### config.mk
export PLATFORM = sky130hd
export DESIGN_NAME = sral_cell
export DESIGN_NICKNAME = d
export VERILOG_FILES = /design/src/hdl/sral_pkg.sv /design/src/hdl/sral_cell.sv
export SDC_FILE = /design/constraint.sdc
export NUM_CORES = 1
export LEC_CHECK = 0
export ABC_AREA = 1
export BUFFER_PORTS_ARGS = -buffer_cell sky130_fd_sc_hd__buf_2
export CAP_MARGIN = 30
export CORE_MARGIN = 2
export CORE_UTILIZATION = 30
export CTS_BUF_LIST = sky130_fd_sc_hd__clkbuf_4 sky130_fd_sc_hd__clkbuf_8 sky130_fd_sc_hd__clkbuf_16
export CTS_CLUSTER_SIZE = 28
export DETAILED_ROUTE_END_ITERATION = 8
export GPL_TIMING_DRIVEN = 0
export PLACE_DENSITY = 0.69
export SLEW_MARGIN = 20
export SYNTH_ARGS = -nofsm -noshare
export SYNTH_HDL_FRONTEND = slang
export SYNTH_SLANG_ARGS = --single-unit
### constraint.sdc
create_clock -name clk -period 1.59 [get_ports clk]
set_input_delay 0.159 -clock clk [delete_from_list [all_inputs] [get_ports clk]]
set_output_delay 0.159 -clock clk [all_outputs]
set_load 0.005 [all_outputs]
### src/hdl/sral_pkg.sv
package sral_pkg;

  localparam int DIM       = 6;
  localparam int NUM_UPPER = DIM * (DIM + 1) / 2;
  localparam int IN_W      = 24;
  localparam int VAL_W     = 64;
  localparam int IDX_W     = 3;
  localparam int OP_W      = 2;

  localparam logic [OP_W-1:0] OP_CLEAR  = 2'd0;
  localparam logic [OP_W-1:0] OP_UPDATE = 2'd1;
  localparam logic [OP_W-1:0] OP_ADD    = 2'd2;
  localparam logic [OP_W-1:0] OP_READ   = 2'd3;

  localparam logic [IDX_W-1:0] IDX_LAST = IDX_W'(DIM - 1);

  localparam logic signed [VAL_W-1:0] VAL_MAX = {1'b0, {(VAL_W-1){1'b1}}};
  localparam logic signed [VAL_W-1:0] VAL_MIN = {1'b1, {(VAL_W-1){1'b0}}};

  typedef logic signed [IN_W-1:0]  in_word_t;
  typedef logic signed [VAL_W-1:0] val_t;

  // Saturating signed add: clamp to the rail that matches the operand sign.
  function automatic val_t sat_add(input val_t a, input val_t b);
    val_t s;
    s = a + b;
    if ((a[VAL_W-1] == b[VAL_W-1]) && (s[VAL_W-1] != a[VAL_W-1])) begin
      s = a[VAL_W-1] ? VAL_MIN : VAL_MAX;
    end
    return s;
  endfunction

endpackage

### src/hdl/sral_cell.sv
module sral_cell (
  input  logic                             clk,
  input  logic                             rst_n,
  input  logic                             clr,
  input  logic                             shift,
  input  logic signed [sral_pkg::VAL_W-1:0] d,
  output logic signed [sral_pkg::VAL_W-1:0] q
);
  import sral_pkg::*;

  val_t val_r;

  // Hold one matrix entry; take the neighbor's entry on a ring step.
  always_ff @(posedge clk) begin
    if (!rst_n || clr) begin
      val_r <= '0;
    end else if (shift) begin
      val_r <= d;
    end
  end

  assign q = val_r;

endmodule

## Word-level counts from Yosys, hierarchy flattened

Index checks and enable logic that the tools add are counted.
Widths: inputs -> output; s select.

| word-level totals | value |
|---|---|
| register bits after elaboration | 64 |
| output and inout bits | 64 |
| word-level logic and storage cells | 3 |

| operators by class | value |
|---|---|
| reduce and logical (&&, ||, !) cells | 2 |

Operators with widths:

| kind | count |
|---|---|
| $logic_not 1->1 | 1 |
| $logic_or 1x1->1 | 1 |

## Logic depth before layout (Yosys ltp)

| depth | value |
|---|---|
| word-level depth | 2 |
| mapped depth | 4 |
| gate-level depth less buffers | 3 |

## Worst setup path before layout

No wires, ideal clock.

| timing | value |
|---|---|
| path type | input to register |
| start point | input clr |
| end point | register val_r[0], in the netlist q[0] |
| library setup time | 0.125 ns |
| arrival | 0.593 ns |
| data required time | 1.465 ns |
| path slack | 0.872 ns |
| stages | 4 |
| cell sequence | inv_1 -> nand2_2 -> buf_2 -> a21oi_2 |

| on the way | value |
|---|---|
| word-level cells in the longest chain between the ends | 1 |

Ends and longest elaborated chain:

| element | RTL line | source |
|---|---|---|
| start: declaration | sral_cell.sv:4 | `input logic clr,` |
| $logic_or 1x1->1 | sral_cell.sv:15 | `if (!rst_n \|\| clr) begin` |
| end signal: assignment | sral_cell.sv:16 | `val_r <= '0;` |
| end signal: assignment | sral_cell.sv:18 | `val_r <= d;` |
| end: declaration | sral_cell.sv:11 | `val_t val_r;` |

Every way passes these cells.
A chain may end at the register's enable or synchronous reset.

## Worst setup path in the final report

| timing | value |
|---|---|
| start point | register val_r[37], in the netlist q[37] |
| end point | output q[37] (netlist name) |

RTL lines:

| element | RTL line | source |
|---|---|---|
| end: declaration | sral_cell.sv:7 | `output logic signed [sral_pkg::VAL_W-1:0] q` |

No word-level cell between the ends.

==> flow_summary.json <==
{
  "clock_sinks": 64,
  "ir_drop_mv": 0.434,
  "coreArea_mm2": 0.00826,
  "post_cts_buffers": 0,
  "tns_ps": 0,
  "crit_path_end_kind": "primary output",
  "seq_area_mm2": 0.00128,
  "top_usage_layer": "met2",
  "wl_per_cell_um": 12.0,
  "htree_levels": 3,
  "die_w_um": 96.6,
  "drc": 0,
  "grt_pass1_vias": 2300,
  "n_fill_cell": 868,
  "fin_cells": 528,
  "fp.dieArea_mm2": 0.00933,
  "gp_congestion": 0.757,
  "syn_inst": 278,
  "worstMarginPinSlew_ps": 303,
  "root_buffer": "clkbuf_8",
  "postLayoutCellArea_mm2": 0.00354,
  "antenna_found_initial": 0,
  "relSlewSlack_pct": 79.8,
  "pin_count": 132,
  "postSynthAreaPerCell_um2": 9.25,
  "min_period_over_period_pct": 59.8,
  "drv_slew": 0,
  "grtUsageMet3_pct": 5.13,
  "drt-vias-per-instance": 4.41,
  "multiInputGateArea_mm2": 0.00111,
  "status": "finished, final reports clean",
  "required_ps": 1430,
  "cp_num_buf_inv": 1,
  "clock_skew_ps": 0,
  "leakage_uw": 0.00158,
  "area_delta_synth_final_pct": 37.5,
  "hold_class": "input port to flop",
  "placed_area_mm2": 0.00336,
  "clk_latency_ps": 320,
  "cp_cell_sequence": "buf_2",
  "grt_usage_pct": 13.8,
  "vias": 2328,
  "synth_seq_area_share_pct": 49.8,
  "finalPower_uw": 3390,
  "cp_max_fo": 2,
  "cp-start-kind": "flop",
  "globalRouteMet2Util_pct": 23.3,
  "placed_cells": 514,
  "rows": 33,
  "ys_seq_elements": 64,
  "grt_first_pass_wirelength_mm": 10.6,
  "maxCapViolations": 0,
  "fmax_mhz": 1050,
  "grt_max_degree": 11,
  "drt_pass1_iterations": 4,
  "grt.overflow.total": 0,
  "cts_max_path_buffers": 2,
  "syn-cell-area_mm2": 0.00257,
  "clk_pin_slew_worst_paths_ps": 70,
  "yosysWarnings": 0,
  "synth_cell_types": 11,
  "cts_resized": 0,
  "setup-violations-final": 0,
  "drt-total-wl_mm": 6.35,
  "powerDensity_mw_per_mm2": 958,
  "numCtsBuffers": 9,
  "die_h_um": 96.6,
  "slowest_delay_ps": 350,
  "drive_gt1_share_pct": 60.5,
  "hold_buffers": 0,
  "arrival_ps": 790,
  "rsz0062_at_grt": "false",
  "cts_tree": "built",
  "detail-route-antenna-nets": 0,
  "port_buffers": 131,
  "start_util_pct": 31.2,
  "grt_use_met1_pct": 16.1,
  "fin_crit_ps": 951,
  "hold_violations": 0,
  "antenna_cells": 0,
  "critical_path.slowest_cell": "dfxtp_1",
  "drt_iter0_markers": 54,
  "synth_nets": 346,
  "critical_path.top_delay_family": "flip-flops",
  "nNetsFinal": 488,
  "worstSetupPathType": "flop to primary output",
  "largest_reg_flops": 64,
  "dp_hpwl_mm": 4.63
}
cell type report:
type / instances / area share, %
inverter: 2 / 0.212
timing repair buffer: 131 / 18.5
buffer: 19 / 4.99
sequential: 64 / 36.2
clock inverter: 4 / 1.34
tap: 105 / 3.71
multi-input combinational: 193 / 31.3
clock buffer: 10 / 3.71
layer usage:
metal | vias to the layer above | part of all wire (%)
met5 | - | 0
met1 | 1077 | 44
met3 | 7 | 6.5
li1 | 1172 | -
met2 | 72 | 49
met4 | 0 | 1.4
metrics by stage:
stage / hold slack (ps) / util (%) / worst slack, ps
6_report: 72.6 / 42.8 / 639
3_3_place_gp: 409 / 40.7 / 573
3_5_place_dp: 413 / 40.7 / 545
4_1_cts: 50.8 / 42.8 / 611
2_1_floorplan: 299 / - / 872
5_1_grt: 50.2 / 42.8 / 584
cell families (layout without fill, tap and decap cells):
| group | after synthesis | count (layout) | synth area share (%) |
|---|---|---|---|
| and+or+nand+nor | 129 | 129 | 21.8 |
| DFF | 64 | 64 | 49.8 |
| AOI/OAI and AO/OA | 64 | 64 | 21.2 |
| buffers and inverters | 21 | 166 | 7.15 |
cell usage after synthesis (all sizes together):
cell / instances / area, um^2
a21oi: 64 / 546
buf: 19 / 176
dfxtp: 64 / 1280
inv: 2 / 7.50
nand2: 129 / 562
cells in the final DEF (no fill, tap or decap), types with 2 or more instances in the layout:
| master | instances |
|---|---|
| a21oi_2 | 60 |
| clkbuf_8 | 9 |
| dfxtp_1 | 64 |
| buf_12 | 3 |
| a21oi_1 | 4 |
| nand2_2 | 31 |
| nand2_1 | 98 |
| buf_8 | 3 |
| clkinv_2 | 2 |
| buf_2 | 143 |
where the power goes:
part	total, uW	switching, uW	internal [uW]	leakage, uW
Sequential	1680	25.2	1650	0.000521
Clock	1310	589	719	0.0000914
Combinational	405	218	186	0.000968
worst min-delay path, delay by kind of cell:
family	cells	cell delay, ps
buffers and inverters	1	90
AOI/OAI and AO/OA	1	50
and+or+nand+nor	1	40
path summary, 6_finish.rpt:
| kind | slack [ps] | start | cells past startpoint | end |
|---|---|---|---|---|
| max | 640 | q[37] | 1 | q[37] |
| min | 70 | d[60] | 3 | q[60] |
| max reg2reg | 970 | q[50] | 2 | q[50] |
| min reg2reg | 460 | q[63] | 2 | q[63] |
No activity file was read; power rests on OpenSTA's default activity.
