===== src/hdl/sral_pkg.sv =====
package sral_pkg;

  localparam int DIM       = 6;
  localparam int NUM_UPPER = DIM * (DIM + 1) / 2;
  localparam int IN_W      = 24;
  localparam int VAL_W     = 64;
  localparam int IDX_W     = 3;
  localparam int OP_W      = 2;

  localparam logic [OP_W-1:0] OP_CLEAR  = 2'd0;
  localparam logic [OP_W-1:0] OP_UPDATE = 2'd1;
  localparam logic [OP_W-1:0] OP_ADD    = 2'd2;
  localparam logic [OP_W-1:0] OP_READ   = 2'd3;

  localparam logic [IDX_W-1:0] IDX_LAST = IDX_W'(DIM - 1);

  localparam logic signed [VAL_W-1:0] VAL_MAX = {1'b0, {(VAL_W-1){1'b1}}};
  localparam logic signed [VAL_W-1:0] VAL_MIN = {1'b1, {(VAL_W-1){1'b0}}};

  typedef logic signed [IN_W-1:0]  in_word_t;
  typedef logic signed [VAL_W-1:0] val_t;

  // Saturating signed add: clamp to the rail that matches the operand sign.
  function automatic val_t sat_add(input val_t a, input val_t b);
    val_t s;
    s = a + b;
    if ((a[VAL_W-1] == b[VAL_W-1]) && (s[VAL_W-1] != a[VAL_W-1])) begin
      s = a[VAL_W-1] ? VAL_MIN : VAL_MAX;
    end
    return s;
  endfunction

endpackage


===== src/hdl/sral_term.sv =====
module sral_term (
  input  logic                              clk,
  input  logic                              rst_n,
  input  logic                              issue,
  input  logic signed [sral_pkg::IN_W-1:0]  alpha,
  input  logic signed [sral_pkg::IN_W-1:0]  u_i,
  input  logic signed [sral_pkg::IN_W-1:0]  u_j,
  output logic                              term_valid,
  output logic signed [sral_pkg::VAL_W-1:0] term
);
  import sral_pkg::*;

  localparam int P_W  = 2 * IN_W;
  localparam int ML_W = 2 * IN_W + 1;

  logic                   v1_r, v2_r, v3_r;
  logic signed [P_W-1:0]  p_r;
  in_word_t               uj_r;
  logic signed [IN_W-1:0] hi;
  logic signed [IN_W:0]   lo;
  logic signed [P_W-1:0]  mh_r;
  logic signed [ML_W-1:0] ml_r;
  val_t                   term_r;

  // Split alpha*u_i into a floor-shifted high part and an unsigned low part.
  assign hi = $signed(p_r[P_W-1:IN_W]);
  assign lo = $signed({1'b0, p_r[IN_W-1:0]});

  always_ff @(posedge clk) begin
    if (!rst_n) begin
      v1_r <= 1'b0;
      v2_r <= 1'b0;
      v3_r <= 1'b0;
    end else begin
      v1_r <= issue;
      v2_r <= v1_r;
      v3_r <= v2_r;
    end
  end

  always_ff @(posedge clk) begin
    p_r    <= alpha * u_i;
    uj_r   <= u_j;
    mh_r   <= hi * uj_r;
    ml_r   <= lo * uj_r;
    term_r <= {{(VAL_W-P_W){mh_r[P_W-1]}}, mh_r}
            + {{(VAL_W-(ML_W-IN_W)){ml_r[ML_W-1]}}, ml_r[ML_W-1:IN_W]};
  end

  assign term_valid = v3_r;
  assign term       = term_r;

endmodule


===== config.mk =====
export PLATFORM = sky130hd
export DESIGN_NAME = sral_term
export DESIGN_NICKNAME = d
export VERILOG_FILES = /design/src/hdl/sral_pkg.sv /design/src/hdl/sral_term.sv
export SDC_FILE = /design/constraint.sdc
export NUM_CORES = 2
export LEC_CHECK = 0
export BUFFER_PORTS_ARGS = -buffer_cell sky130_fd_sc_hd__buf_2
export CORE_MARGIN = 2
export CORE_UTILIZATION = 50
export DETAILED_ROUTE_END_ITERATION = 12
export GPL_ROUTABILITY_DRIVEN = 0
export PLACE_DENSITY = 0.72
export SYNTH_ARGS = -nofsm -noshare
export SYNTH_HDL_FRONTEND = slang
export SYNTH_SLANG_ARGS = --single-unit

===== constraint.sdc =====
create_clock -name clk -period 8.2 [get_ports clk]
set_input_delay 1.23 -clock clk [delete_from_list [all_inputs] [get_ports clk]]
set_output_delay 1.23 -clock clk [all_outputs]
set_load 0.03 [all_outputs]

; After elaboration in Yosys (flattened, before gate mapping)
; Index checks and enable logic that the tools add are counted.
[totals]
wordCells = 12
in_bits = 75
reg_bits = 221
out_inout_bits = 65
[op_classes]
multipliers = 3
n_addsub = 1
[op_table]
columns = operator, n
row1 = multiplier 24 x 24 -> 48 bit, 2
row2 = adder 48 x 25 -> 49 bit, 1
row3 = multiplier 25 x 24 -> 49 bit, 1

; Depth between registers and ports, before layout
[logic_depth]
depth_word = 1
ltp_mapped = 28
depth_no_buf = 26

; Worst setup path before layout
; OpenSTA, ideal clock, no wires.
[synth_timing]
path_type = input-to-reg
start = input port u_i[0] (netlist bit)
end = register p_r[44]
required_time_ns = 8.128
setup_ns = 0.072
path_slack_ns = 0.557
arrival_ns = 7.571
n_path_buf = 1
path_stages = 23
path_cell_list = clkbuf_1 -> and2_1 -> fa_1 -> fa_1 -> inv_1 -> fa_1 -> inv_1 -> fa_1 -> fa_1 -> fa_1 -> inv_1 -> fa_1 -> inv_1 -> ha_1 -> a21o_1 -> a21oi_1 -> nor2b_1 -> o21ai_0 -> nand2_1 -> a21o_1 -> a221o_1 -> a21oi_1 -> xnor2_1
[synth_via]
elab_chain_len = 1
[synth_lines]
columns = item, line
row1 = from (decl), sral_term.sv:6  ; input logic signed [sral_pkg::IN_W-1:0] u_i,
row2 = multiplier 24 x 24 -> 48 bit, sral_term.sv:42  ; p_r <= alpha * u_i;
row3 = to (signal assigned), sral_term.sv:42
row4 = to (decl), sral_term.sv:17  ; logic signed [P_W-1:0] p_r;
; Every way passes these cells.
; A chain may end at the register's enable or synchronous reset.

; Worst setup path after layout
[layout_timing]
start = register uj_r[0]
end = register ml_r[47]
[layout_via]
elab_chain_len = 1
[layout_lines]
columns = item, line
row1 = from (decl), sral_term.sv:18  ; in_word_t uj_r;
row2 = from (signal assigned), sral_term.sv:43  ; uj_r <= u_j;
row3 = multiplier 25 x 24 -> 49 bit, sral_term.sv:45  ; ml_r <= lo * uj_r;
row4 = to (signal assigned), sral_term.sv:45
row5 = to (decl), sral_term.sv:22  ; logic signed [ML_W-1:0] ml_r;
; Every way passes these cells.

==> impl_metrics.toml <==
[run_status]
status = "complete, no violations"

[sta]
setup_tns_ps = 0
rsz0062_at_grt = "no"
slew_violations = 0
skew_ps = 20.4
post-route-period-util_pct = 95.1
hold_viol = 0
relSlewSlack_pct = 32.2
min_period_ps = 7800
worst_pin_slew_ps = 1020
fmax_ghz = 0.128
setup_viol = 0
layout_setup_ws_ps = 402

[yosys]
synthCells = 7240
syn_area_um2 = 67200
syn_avg_cell_area_um2 = 9.29
yosys_warnings = 0
synth_nets = 9525
synth_area_leaders = "fa_1, inv_1, ha_1"
synth-seq-cells = 197
synth_flop_cell = "dfxtp_1"
synth.distinct_cells = 74
synth_edf_count = 0
seq_area_frac_synth_pct = 5.87
async_flop_share_pct = 0
synth_top_area_share_pct = 50.5
synth_largest_area_cell = "fa_1"

[floorplan]
die_w_um = 371
rows = 134
initial_core_util_pct = 50.4
die-area_um2 = 137000
die_height_um = 371
core_area_um2 = 133000
io_pins = 140

[worst_setup_path]
critPathTopFamily = "adder cells"
cp.arrival_ps = 8280
crit_slowest_cell = "dfxtp_1"
worst-path-buf-inv = 7
worst_setup_path_start_kind = "register"
critPathKind = "reg2reg"
worstPathRequired_ps = 8680
crit_top_cell = "fa_1"
cpPeakStageDelay_ps = 860
critPathMaxFanout = 25
endpoint_kind = "register"

[clocking]
numCtsBuffers = 17
clock_latency_ps = 550
cts_tree = "yes"
cts_resized = 0
clock_sinks = 197
cts_setup_buffers = 0
clk_pin_slew_ps = 80
root_buffer = "clkbuf_16"
cts_max_path_buffers = 2
htreeDepth = 4
hold_buffers = 0

[finish]
final_cells = 9044
layout-drive-gt1-share_pct = 5.71
nNetsFinal = 9545
fin_area_um2 = 71200
syn2layout_area_growth_pct = 5.86

[grt]
gr-total-overflow = 0
grt_use_total_pct = 26.1
grt_pass1_wl_mm = 281
grt_antenna_before_repair = 6
grt_max_degree = 49
grt_pass1_vias = 53342

[drt]
post-route-drc-count = 0
drtIter0Drc = 3321
wl_mm = 169
drtPass1Iterations = 6
vias_per_cell = 5.29
antenna_left = 0
num_vias = 47832
detail_route.wl_per_cell_um = 18.7

[run]
maxCapViolCount = 0

[placed_design]
pre_cts_slack_ps = 151
hpwl_mm = 140
io_buffer_count = 139
placed_area_um2 = 70600
place_inst = 9009

[min_path]
hold_path_class = "reg2reg"
==> cells by family after synthesis <==
family / after synthesis / synth area share, %
DFF: 197 / 5.87
xor gates and xnor gates: 179 / 2.33
buffers and inverters: 2118 / 11.9
and+or+nand+nor: 2062 / 15.2
adders and majority gates: 2210 / 60.1
AOI/OAI and AO/OA: 474 / 4.61
==> metal layers <==
layer  part of all wire, %  track usage, %
met5                 0.016               0
met3                   8.2            5.16
met1                    41            34.0
met2                    48            43.6
met4                   3.1            8.58
==> final cells by class <==
class                           count  area, um^2
Fill cell                       12066       62300
Multi-Input combinational cell   4925       55300
Inverter                         1766        6630
Sequential cell                   197        3960
Timing Repair Buffer              353        2510
Tap cell                         1768        2210
Clock buffer                       19         433
Clock inverter                     13         139
Antenna cell                        3        7.51
==> through the flow <==
step / hold slack, ps / util (%)
after floorplan: 412 / -
after global placement: 422 / 52.9
after detailed placement: 423 / 52.9
after CTS: 443 / 53.3
after global routing: 451 / 53.3
final: 438 / 53.3
==> synthesized netlist by cell type (4+ instances only) <==
cell type	count
nand3_1	36
or3_1	6
fa_1	1696
and2_1	816
xor2_1	44
nor2_1	133
inv_1	1764
nor2b_1	20
a21oi_1	158
buf_4	15
o21a_1	14
a221o_1	4
o211ai_1	11
and3_1	13
clkbuf_1	332
nor3_1	13
dfxtp_1	197
and4_1	5
o21ai_0	49
a31oi_1	17
o31a_1	5
o31ai_1	5
ha_1	514
nor4_1	6
nand2b_1	45
o21bai_1	36
a211o_1	4
nand2_1	925
nand4_1	28
o21ai_1	28
a21o_1	85
xnor2_1	135
a211oi_1	19
==> path summary, 6_finish.rpt <==
kind / start / cells past startpoint / slack (ps) / to
max: uj_r[0] / 25 / 400 / ml_r[47]
max reg2reg: uj_r[0] / 25 / 400 / ml_r[47]
min: v1_r / 1 / 440 / v2_r
min reg2reg: v1_r / 1 / 440 / v2_r
==> placed cells by master (no fill, tap or decap), drive strengths merged, types with 38 or more instances in the layout <==
master,Yosys,layout
nand2b,45,45
dfxtp,197,197
o21ai,78,78
inv,1766,1771
fa,1696,1696
xor2,44,44
xnor2,135,135
a21o,85,85
o21bai,38,38
buf,20,353
and2,816,816
a21oi,159,159
nand2,925,925
ha,514,514
nor2,134,134
==> worst register-to-register path: stages, from the launching register on <==
cell and delay, ps:
dfxtp_1 860, buf_12 260, and2_1 190, fa_1 430, fa_1 550, inv_1 60
fa_1 510, fa_1 530, inv_1 70, fa_1 490, fa_1 510, inv_1 60
fa_1 480, inv_1 40, ha_1 320, nand3_1 110, nor3_1 330, o21ai_0 170
or3_1 430, a31oi_1 310, o21a_1 270, a211oi_1 120, o21bai_1 190, buf_4 140
xor2_1 150, buf_4 160
==> state kept, by name, summed over array words and instances (netlist names) <==
register / count
v2_r: 1
v1_r: 1
uj_r: 24
term_valid: 1
term: 49
mh_r: 48
p_r: 48
ml_r: 25
Power is not shown: default switching activity piles up to over one toggle a cycle in this logic, so the estimate is an artifact.
